## config.mk

```make
export PLATFORM = sky130hd
export DESIGN_NAME = can_id_interarrival_monitor
export DESIGN_NICKNAME = d
export VERILOG_FILES = /design/src/hdl/ciim_pkg.sv /design/src/hdl/can_id_interarrival_monitor.sv
export VERILOG_INCLUDE_DIRS = /design/src /design/src/hdl
export SDC_FILE = /design/constraint.sdc
export NUM_CORES = 2
export LEC_CHECK = 0
export BUFFER_PORTS_ARGS = -buffer_cell sky130_fd_sc_hd__buf_4
export CORE_MARGIN = 1
export CORE_UTILIZATION = 62
export DETAILED_ROUTE_END_ITERATION = 8
export MAX_ROUTING_LAYER = met4
export PLACE_DENSITY = 0.77
export SYNTH_ARGS = -nofsm -noshare
export SYNTH_HDL_FRONTEND = slang
export SYNTH_SLANG_ARGS = --single-unit
```

## constraint.sdc

```tcl
create_clock -name clk -period 10.9 [get_ports clk]
set_input_delay 3.27 -clock clk [delete_from_list [all_inputs] [get_ports clk]]
set_output_delay 3.27 -clock clk [all_outputs]
set_load 0.05 [all_outputs]
```

## src/hdl/can_id_interarrival_monitor_assert.svh

```systemverilog
// ---------------------------------------------------------------------------
// CAN ID inter-arrival monitor: assertion macros
// Immediate-consequence and next-cycle checks, clocked on clk and held off
// while rst is high.
// ---------------------------------------------------------------------------
`ifndef CAN_ID_INTERARRIVAL_MONITOR_ASSERT_SVH
`define CAN_ID_INTERARRIVAL_MONITOR_ASSERT_SVH

// consequent must hold in the same cycle as the antecedent
`define CIIM_ASSERT_NOW(label, ante, cons, msg) \
  label: assert property (@(posedge clk) disable iff (rst) (ante) |-> (cons)) \
    else $error(msg);

// consequent must hold in the cycle after the antecedent
`define CIIM_ASSERT_NEXT(label, ante, cons, msg) \
  label: assert property (@(posedge clk) disable iff (rst) (ante) |=> (cons)) \
    else $error(msg);

`endif

```

## src/hdl/ciim_pkg.sv

```systemverilog
// ---------------------------------------------------------------------------
// ciim_pkg
// Types and constants of the CAN ID inter-arrival monitor.
// ---------------------------------------------------------------------------
package ciim_pkg;

  localparam int unsigned ID_W      = 29;
  localparam int unsigned GAP_W     = 31;
  localparam int unsigned TIME_W    = 64;
  localparam int unsigned TMO_W     = 16;
  localparam int unsigned LIMIT_W   = 26;
  localparam int unsigned MS_PER_SECOND = 1000;

  // input item actions
  typedef enum logic [1:0] {
    ACT_LOAD  = 2'd0,
    ACT_FRAME = 2'd1,
    ACT_TICK  = 2'd2,
    ACT_NONE  = 2'd3
  } action_t;

  // result status codes
  typedef enum logic [2:0] {
    ST_OK       = 3'd0,
    ST_BAND     = 3'd1,
    ST_BACK     = 3'd2,
    ST_FIRST    = 3'd3,
    ST_UNKNOWN  = 3'd4,
    ST_LOADED   = 3'd5,
    ST_REJECTED = 3'd6,
    ST_SILENT   = 3'd7
  } status_t;

  // sequencer states
  typedef enum logic [3:0] {
    S_IDLE,
    S_DISPATCH,
    S_RD,
    S_EVAL,
    S_LOAD_WR,
    S_GAP,
    S_MIN,
    S_MAX,
    S_LIM,
    S_OUT
  } state_t;

endpackage

```

## src/hdl/can_id_interarrival_monitor.sv

```systemverilog
// ---------------------------------------------------------------------------
// can_id_interarrival_monitor
// Watches a table of CAN identifiers, checks the gap between frames of each
// against its allowed band and reports identifiers that have gone silent.
// ---------------------------------------------------------------------------
//
//  channel | direction | handshake            | payload
//  --------+-----------+----------------------+-------------------------------
//  in      | input     | in_valid / in_stall  | action, can_id, time_ms,
//          |           |                      | min_gap_ms, max_gap_ms
//  out     | output    | out_valid / out_stall| status, reported_id,
//          |           |                      | elapsed_ms, last_result
//  cfg     | input     | cfg_valid / cfg_ready| cfg_data (timeout_seconds)
//
//  One item at a time; in_stall is high from acceptance until it is done. The
//  table walk sets the time: load and frame items read and evaluate each entry
//  visited (a gap check adds gap, min and max states); a tick reads, evaluates
//  and limit-checks each entry in up to two walks, all through one shared
//  64-bit subtractor. A stalled result holds the sequencer in place. rst is
//  synchronous, empties the table and sets a 1 s timeout; no clearing pass.
// ---------------------------------------------------------------------------
module can_id_interarrival_monitor #(
  parameter int unsigned TABLE_DEPTH = 16
) (
  input  logic                        clk,
  input  logic                        rst,
  // input items
  input  logic                        in_valid,
  output logic                        in_stall,
  input  logic [1:0]                  action,
  input  logic [ciim_pkg::ID_W-1:0]   can_id,
  input  logic [ciim_pkg::TIME_W-1:0] time_ms,
  input  logic [ciim_pkg::GAP_W-1:0]  min_gap_ms,
  input  logic [ciim_pkg::GAP_W-1:0]  max_gap_ms,
  // result items
  output logic                        out_valid,
  input  logic                        out_stall,
  output logic [2:0]                  status,
  output logic [ciim_pkg::ID_W-1:0]   reported_id,
  output logic [ciim_pkg::TIME_W-1:0] elapsed_ms,
  output logic                        last_result,
  // configuration
  input  logic                        cfg_valid,
  output logic                        cfg_ready,
  input  logic [ciim_pkg::TMO_W-1:0]  cfg_data
);

  `include "can_id_interarrival_monitor_assert.svh"

  localparam int unsigned IW = (TABLE_DEPTH > 1) ? $clog2(TABLE_DEPTH) : 1;
  localparam int unsigned CW = $clog2(TABLE_DEPTH + 1);

  // table memories
  logic [ciim_pkg::ID_W-1:0]   id_mem   [TABLE_DEPTH];
  logic [ciim_pkg::GAP_W-1:0]  min_mem  [TABLE_DEPTH];
  logic [ciim_pkg::GAP_W-1:0]  max_mem  [TABLE_DEPTH];
  logic [ciim_pkg::TIME_W-1:0] last_mem [TABLE_DEPTH];

  logic [ciim_pkg::ID_W-1:0]   rd_id;
  logic [ciim_pkg::GAP_W-1:0]  rd_min;
  logic [ciim_pkg::GAP_W-1:0]  rd_max;
  logic [ciim_pkg::TIME_W-1:0] rd_last;

  logic                        mem_we;
  logic                        mem_load;
  logic [IW-1:0]               mem_wa;
  logic [ciim_pkg::TIME_W-1:0] mem_wlast;

  // control registers
  ciim_pkg::state_t state, state_next;
  logic [CW-1:0]    count, count_next;
  logic             scan_en, scan_en_next;
  logic [ciim_pkg::LIMIT_W-1:0] limit_ms, limit_ms_next;

  // item and work registers
  ciim_pkg::action_t           act, act_next;
  logic [ciim_pkg::ID_W-1:0]   cid, cid_next;
  logic [ciim_pkg::TIME_W-1:0] now, now_next;
  logic [ciim_pkg::GAP_W-1:0]  mn, mn_next;
  logic [ciim_pkg::GAP_W-1:0]  mx, mx_next;
  logic [IW-1:0]               idx, idx_next;
  logic [CW-1:0]               hits, hits_next;
  logic                        pass2, pass2_next;
  logic                        report, report_next;
  logic                        band, band_next;
  logic [ciim_pkg::TIME_W-1:0] acc, acc_next;

  // result registers
  ciim_pkg::status_t           o_status, o_status_next;
  logic [ciim_pkg::ID_W-1:0]   o_id, o_id_next;
  logic [ciim_pkg::TIME_W-1:0] o_elapsed, o_elapsed_next;
  logic                        o_last, o_last_next;

  // shared subtractor
  logic [ciim_pkg::TIME_W-1:0] sub_a, sub_b, sub_diff;
  logic                        sub_borrow;
  logic                        last_entry;
  logic                        hit;

  assign {sub_borrow, sub_diff} = {1'b0, sub_a} - {1'b0, sub_b};
  assign last_entry = ((CW'(idx) + CW'(1)) == count);
  assign hit        = sub_borrow && (rd_last != '0);

  // ports
  assign in_stall    = (state != ciim_pkg::S_IDLE);
  assign out_valid   = (state == ciim_pkg::S_OUT);
  assign cfg_ready   = (state == ciim_pkg::S_IDLE);
  assign status      = o_status;
  assign reported_id = o_id;
  assign elapsed_ms  = o_elapsed;
  assign last_result = o_last;

  // table write and registered read
  always_ff @(posedge clk) begin
    if (mem_we) begin
      last_mem[mem_wa] <= mem_wlast;
    end
    if (mem_load) begin
      id_mem[mem_wa]  <= cid;
      min_mem[mem_wa] <= mn;
      max_mem[mem_wa] <= mx;
    end
    rd_id   <= id_mem[idx];
    rd_min  <= min_mem[idx];
    rd_max  <= max_mem[idx];
    rd_last <= last_mem[idx];
  end

  // state and register update
  always_ff @(posedge clk) begin
    if (rst) begin
      state    <= ciim_pkg::S_IDLE;
      count    <= '0;
      scan_en  <= 1'b0;
      limit_ms <= ciim_pkg::LIMIT_W'(ciim_pkg::MS_PER_SECOND);
    end else begin
      state    <= state_next;
      count    <= count_next;
      scan_en  <= scan_en_next;
      limit_ms <= limit_ms_next;
    end
    act       <= act_next;
    cid       <= cid_next;
    now       <= now_next;
    mn        <= mn_next;
    mx        <= mx_next;
    idx       <= idx_next;
    hits      <= hits_next;
    pass2     <= pass2_next;
    report    <= report_next;
    band      <= band_next;
    acc       <= acc_next;
    o_status  <= o_status_next;
    o_id      <= o_id_next;
    o_elapsed <= o_elapsed_next;
    o_last    <= o_last_next;
  end

  // sequencer
  always_comb begin
    state_next     = state;
    count_next     = count;
    scan_en_next   = scan_en;
    limit_ms_next  = limit_ms;
    act_next       = act;
    cid_next       = cid;
    now_next       = now;
    mn_next        = mn;
    mx_next        = mx;
    idx_next       = idx;
    hits_next      = hits;
    pass2_next     = pass2;
    report_next    = report;
    band_next      = band;
    acc_next       = acc;
    o_status_next  = o_status;
    o_id_next      = o_id;
    o_elapsed_next = o_elapsed;
    o_last_next    = o_last;
    sub_a          = '0;
    sub_b          = '0;
    mem_we         = 1'b0;
    mem_load       = 1'b0;
    mem_wa         = idx;
    mem_wlast      = '0;

    // timeout register, written only while idle
    if (cfg_valid && cfg_ready) begin
      limit_ms_next = ciim_pkg::LIMIT_W'(cfg_data) *
                      ciim_pkg::LIMIT_W'(ciim_pkg::MS_PER_SECOND);
    end

    case (state)
      ciim_pkg::S_IDLE: begin
        if (in_valid) begin
          act_next   = ciim_pkg::action_t'(action);
          cid_next   = can_id;
          now_next   = time_ms;
          mn_next    = min_gap_ms;
          mx_next    = max_gap_ms;
          state_next = ciim_pkg::S_DISPATCH;
        end
      end

      // decide what the item needs before any table walk
      ciim_pkg::S_DISPATCH: begin
        idx_next       = '0;
        hits_next      = '0;
        pass2_next     = 1'b0;
        report_next    = 1'b0;
        o_id_next      = cid;
        o_elapsed_next = '0;
        o_last_next    = 1'b1;
        case (act)
          ciim_pkg::ACT_LOAD: begin
            if (mn == '0 || mx == '0 || mn > mx || count == CW'(TABLE_DEPTH)) begin
              o_status_next = ciim_pkg::ST_REJECTED;
              state_next    = ciim_pkg::S_OUT;
            end else if (count == '0) begin
              state_next = ciim_pkg::S_LOAD_WR;
            end else begin
              state_next = ciim_pkg::S_RD;
            end
          end
          ciim_pkg::ACT_FRAME: begin
            if (count == '0) begin
              o_status_next = ciim_pkg::ST_UNKNOWN;
              state_next    = ciim_pkg::S_OUT;
            end else begin
              state_next = ciim_pkg::S_RD;
            end
          end
          ciim_pkg::ACT_TICK: begin
            state_next = scan_en ? ciim_pkg::S_RD : ciim_pkg::S_IDLE;
          end
          default: begin
            state_next = ciim_pkg::S_IDLE;
          end
        endcase
      end

      // read data of entry idx lands in rd_*
      ciim_pkg::S_RD: begin
        state_next = ciim_pkg::S_EVAL;
      end

      ciim_pkg::S_EVAL: begin
        case (act)
          ciim_pkg::ACT_LOAD: begin
            if (rd_id == cid) begin
              o_status_next = ciim_pkg::ST_REJECTED;
              state_next    = ciim_pkg::S_OUT;
            end else if (last_entry) begin
              state_next = ciim_pkg::S_LOAD_WR;
            end else begin
              idx_next   = idx + IW'(1);
              state_next = ciim_pkg::S_RD;
            end
          end
          ciim_pkg::ACT_FRAME: begin
            if (rd_id == cid) begin
              // matched: store arrival time, keep the previous one
              mem_we    = 1'b1;
              mem_wlast = now;
              acc_next  = rd_last;
              if (rd_last == '0) begin
                scan_en_next  = 1'b1;
                o_status_next = ciim_pkg::ST_FIRST;
                state_next    = ciim_pkg::S_OUT;
              end else begin
                state_next = ciim_pkg::S_GAP;
              end
            end else if (last_entry) begin
              o_status_next = ciim_pkg::ST_UNKNOWN;
              state_next    = ciim_pkg::S_OUT;
            end else begin
              idx_next   = idx + IW'(1);
              state_next = ciim_pkg::S_RD;
            end
          end
          default: begin
            // tick: silence of this entry
            sub_a      = now;
            sub_b      = rd_last;
            acc_next   = sub_diff;
            state_next = ciim_pkg::S_LIM;
          end
        endcase
      end

      // append the new entry, never seen
      ciim_pkg::S_LOAD_WR: begin
        mem_we        = 1'b1;
        mem_load      = 1'b1;
        mem_wa        = count[IW-1:0];
        mem_wlast     = '0;
        count_next    = count + CW'(1);
        o_status_next = ciim_pkg::ST_LOADED;
        state_next    = ciim_pkg::S_OUT;
      end

      // gap since previous frame; borrow means time went backwards
      ciim_pkg::S_GAP: begin
        sub_a = now;
        sub_b = acc;
        if (sub_borrow) begin
          o_status_next = ciim_pkg::ST_BACK;
          state_next    = ciim_pkg::S_OUT;
        end else begin
          acc_next   = sub_diff;
          state_next = ciim_pkg::S_MIN;
        end
      end

      // gap below minimum
      ciim_pkg::S_MIN: begin
        sub_a      = acc;
        sub_b      = ciim_pkg::TIME_W'(rd_min);
        band_next  = sub_borrow;
        state_next = ciim_pkg::S_MAX;
      end

      // gap above maximum
      ciim_pkg::S_MAX: begin
        sub_a          = ciim_pkg::TIME_W'(rd_max);
        sub_b          = acc;
        o_status_next  = (band || sub_borrow) ? ciim_pkg::ST_BAND : ciim_pkg::ST_OK;
        o_elapsed_next = acc;
        state_next     = ciim_pkg::S_OUT;
      end

      // silence against the limit; first walk counts, second clears/reports
      ciim_pkg::S_LIM: begin
        sub_a = ciim_pkg::TIME_W'(limit_ms);
        sub_b = acc;
        if (!pass2) begin
          hits_next = hits + CW'(hit);
          if (last_entry) begin
            idx_next = '0;
            if (hits_next == '0) begin
              state_next = ciim_pkg::S_IDLE;
            end else begin
              scan_en_next = 1'b0;
              pass2_next   = 1'b1;
              report_next  = (hits_next != count);
              state_next   = ciim_pkg::S_RD;
            end
          end else begin
            idx_next   = idx + IW'(1);
            state_next = ciim_pkg::S_RD;
          end
        end else begin
          if (hit) begin
            mem_we    = 1'b1;
            mem_wlast = '0;
          end
          if (hit && report) begin
            hits_next      = hits - CW'(1);
            o_status_next  = ciim_pkg::ST_SILENT;
            o_id_next      = rd_id;
            o_elapsed_next = acc;
            o_last_next    = (hits == CW'(1));
            state_next     = ciim_pkg::S_OUT;
          end else if (last_entry) begin
            state_next = ciim_pkg::S_IDLE;
          end else begin
            idx_next   = idx + IW'(1);
            state_next = ciim_pkg::S_RD;
          end
        end
      end

      // hold the result until taken; a non-final silent result resumes the walk
      ciim_pkg::S_OUT: begin
        if (!out_stall) begin
          if (o_last) begin
            state_next = ciim_pkg::S_IDLE;
          end else begin
            idx_next   = idx + IW'(1);
            state_next = ciim_pkg::S_RD;
          end
        end
      end

      default: begin
        state_next = ciim_pkg::S_IDLE;
      end
    endcase
  end

  // checks
  `CIIM_ASSERT_NOW(a_count_bound, 1'b1, count <= CW'(TABLE_DEPTH), "count past depth")
  `CIIM_ASSERT_NOW(a_out_blocks_in, out_valid, in_stall, "input open while a result waits")
  `CIIM_ASSERT_NEXT(a_accept_dispatch, in_valid && !in_stall, state == ciim_pkg::S_DISPATCH, "lost item")
  `CIIM_ASSERT_NOW(a_hits_bound, pass2, hits <= count, "silent count past entry count")

endmodule
```

==> metrics <==
min-delay src limit_ms[22]; slew margin rel. 19.62%; core area 190800 sq um; placed insts 8555; Synth Area in Simple Gates 3.344%; Mean Syn Cell Area roughly 20 sq um; CTS Root Cell clkbuf_16; pre-CTS WS 2530 ps; setup TNS 0 ps; clk sinks 2998; fin. max-slew vios 0; H-tree depth 5; worst reg-to-reg path cell count 18; sequential fraction of the synthesis area 73.82%; initial antenna violation count 18; vias in the first global route 62690; Layout area overhead 12.55%; clk_lat worst skew 940 ps; compound-cell area share of the yosys netlist 3.378%; overall die area slightly below 200000 sq um; main combinational cell family by area after synthesis multiplexers; Worst-Margin Slew 1206 ps; RSZ-0062 raised after global routing no; Post-Synth Adder-Cell Area 2.557%; Synth area leader edfxtp_1; wire per inst 33.58 um; VDD IR max 0.2157 mV; IO buf count 277; Hold Fails Final Rpt 0; die width 440.8 um; Yosys reg bits approximately 3000; Reg-to-Reg Start state[0]; # Post-CTS Setup Buffers 0; commonest non-fill, non-tap cell in the layout edfxtp_1; drt drc 0; setup ws final 2707 ps; mux contribution to synthesized area between 10 and 15%; Worst Hold Path Cells 2; Antenna Nets Post-Route 0; asr flop ratio synth 0%; Internal 0.02440 W; RePlAce Congestion just under 1; grt ovf 0; Syn. warnings 0; CTS Buffer Depth 4; Reg clk slew, reported paths 60 ps; Startpoint Class flop; P_leak roughly 45 nW; Max Cap Viol 0; Distinct cells, synth 77; Synth Area in XOR/XNOR 0.8436%; EDFF count, synth 2810; endpoint class of the critical path flop; Overall Global Routing Usage 32.83%; Comb pwr share 29.4%; Mapped Area 119400 sq um; # rows 160; Top FF cell, synth edfxtp_1; status completed; global-route wire length before repair between 400 and 500 mm; die height 440.8 um; Hold Path Sink limit_ms[22]; overall via count from detail_route 62670; fin crit share 75.16%; Net Count, Synth 6326; Cells after Synth 5937; largest net degree at the start of global routing 161; # fillers roughly 11000; final wirelength ~310 mm; share of layout cells above drive strength 1 approximately a quarter; clock power share between 20% and 30%; post-CTS sizing 0; Yosys top cell area share 70.67%; CTS tree yes; Post-Layout Cell Count between 9000 and 10000; Net Sw Power about 0.012 W; initial DRC count 8766; r2r endpoint last_mem[7][45]; FF-to-FF setup slack about 2700 ps; min-delay worst type flop to flop; Final Util between 70 and 80%; hold_buf cts 0; number of top-level pins about 280; Seq pwr share 42.2%; via/cell ratio 6.887; worst-path maximum fanout 44; starting density of the core 62.58%; commonest cells after routing, fill and taps aside 2810 x edfxtp_1, 775 x mux4_2, 397 x buf_4; # nets final between 6000 and 7000; cell area power density 267.2 nW/um^2; post-DP HPWL 168.0 mm; clk_skew 80.08 ps; drt first pass iters 9; total CTS buffers 306; min Tclk post-route slightly above 8000 ps; Worst EP required 11420 ps; Final setup violation count 0; Tot Pwr between 0.03 and 0.04 W; Arrival @ worst endpoint around 8700 ps; fmax 122.1 MHz; main area contributors after synthesis edfxtp_1 71%, mux4_2 15%, dfxtp_1 3.2%, ha_1 1.6%, nand2_1 0.93%; Worst Path Class, Setup flop to flop; Switching Share 32.05%
## state kept, by name (all words and copies together), names as in the netlist, 64 cells and up
| register | count |
|---|---|
| min_mem | 496 |
| max_mem | 496 |
| id_mem | 464 |
| last_mem | 1024 |
| now | 64 |
| elapsed_ms | 64 |
| rd_last | 64 |
| acc | 64 |
## how the worst max path moves through the flow
stage           startpoint              end  slack (ps)  cells past startpoint
3_5_place_dp   cfg_data[4]     limit_ms[25]        2530                     18
2_1_floorplan     state[0]  last_mem[10][0]        1600                     22
4_1_cts           state[0]  last_mem[7][45]        2870                     18
3_3_place_gp   cfg_data[4]     limit_ms[25]        2560                     18
6_report          state[0]  last_mem[7][45]        2710                     18
5_1_grt           state[0]  last_mem[7][45]        2560                     18
## synth_stat cells, drive strengths merged (46+ instances only)
master / number
nor2: 154
a222oi: 62
edfxtp: 2810
nand2: 297
o21ai: 94
mux4: 775
and2: 137
fa: 55
a21oi: 156
clkbuf: 239
xor2: 56
xnor2: 59
ha: 156
a21o: 47
inv: 140
nor3: 46
dfxtp: 188
buf: 57
## cells by family after synthesis
group                    after synthesis
buffers and inverters                436
adder cells (fa/ha/maj)              211
XOR/XNOR                             115
multiplexers                         779
AND/OR/NAND/NOR                      823
AO/OA/AOI/OAI                        575
flip-flops                          2998
## area by class of cell
class	count	area (sq um)	area share, %
tap	2511	3142	2.338
antenna	6	15.01	0.01117
clock inverter	141	1349	1.004
inverter	140	525.5	0.3911
timing repair buffer	403	3100	2.307
multi-input combinational	2503	29850	22.21
clock buffer	397	8255	6.143
sequential	2998	88140	65.59
## power groups by stage
stage	logic (W)	clock network (W)	registers (W)
finish	0.0106	0.0102	0.0152
global route	0.0112	0.0107	0.0152
CTS	0.0105	0.0103	0.0151
detailed placement	0.0104	0	0.0153
global placement	0.0103	0	0.0153
floorplan	0.00696	0	0.0153
## stage by stage
step | cell area (sq um) | hold slack [ps]
after floorplan | 119400 | 431.5
after global placement | 124800 | 469.1
after detailed placement | 124800 | 466.4
after CTS | 134400 | 476.7
after global routing | 134400 | 492.6
final | 134400 | 479.6
## layer usage
metal / up-vias / track usage (%) / routed length (um)
met3: 782 / 5.372 / 32920
met4: 0 / 13.22 / 14230
li1: 25180 / - / -
met5: - / - / 0
met2: 4373 / 50.38 / 147300
met1: 32340 / 44.69 / 111100
## worst max-delay path, stage by stage, from the launching register on
cell,delay (ps)
dfxtp_1,780
and3_1,400
and2_2,640
nand2b_4,720
buf_4,430
nand2_1,90
nand2_1,80
ha_1,280
a21oi_1,380
o21ai_0,160
a21o_1,190
a31o_4,240
a221o_2,480
a41oi_2,320
o21a_1,510
a41oi_4,430
nor3_2,260
buf_4,760
buf_4,590
(Power assumes the default switching activity.)
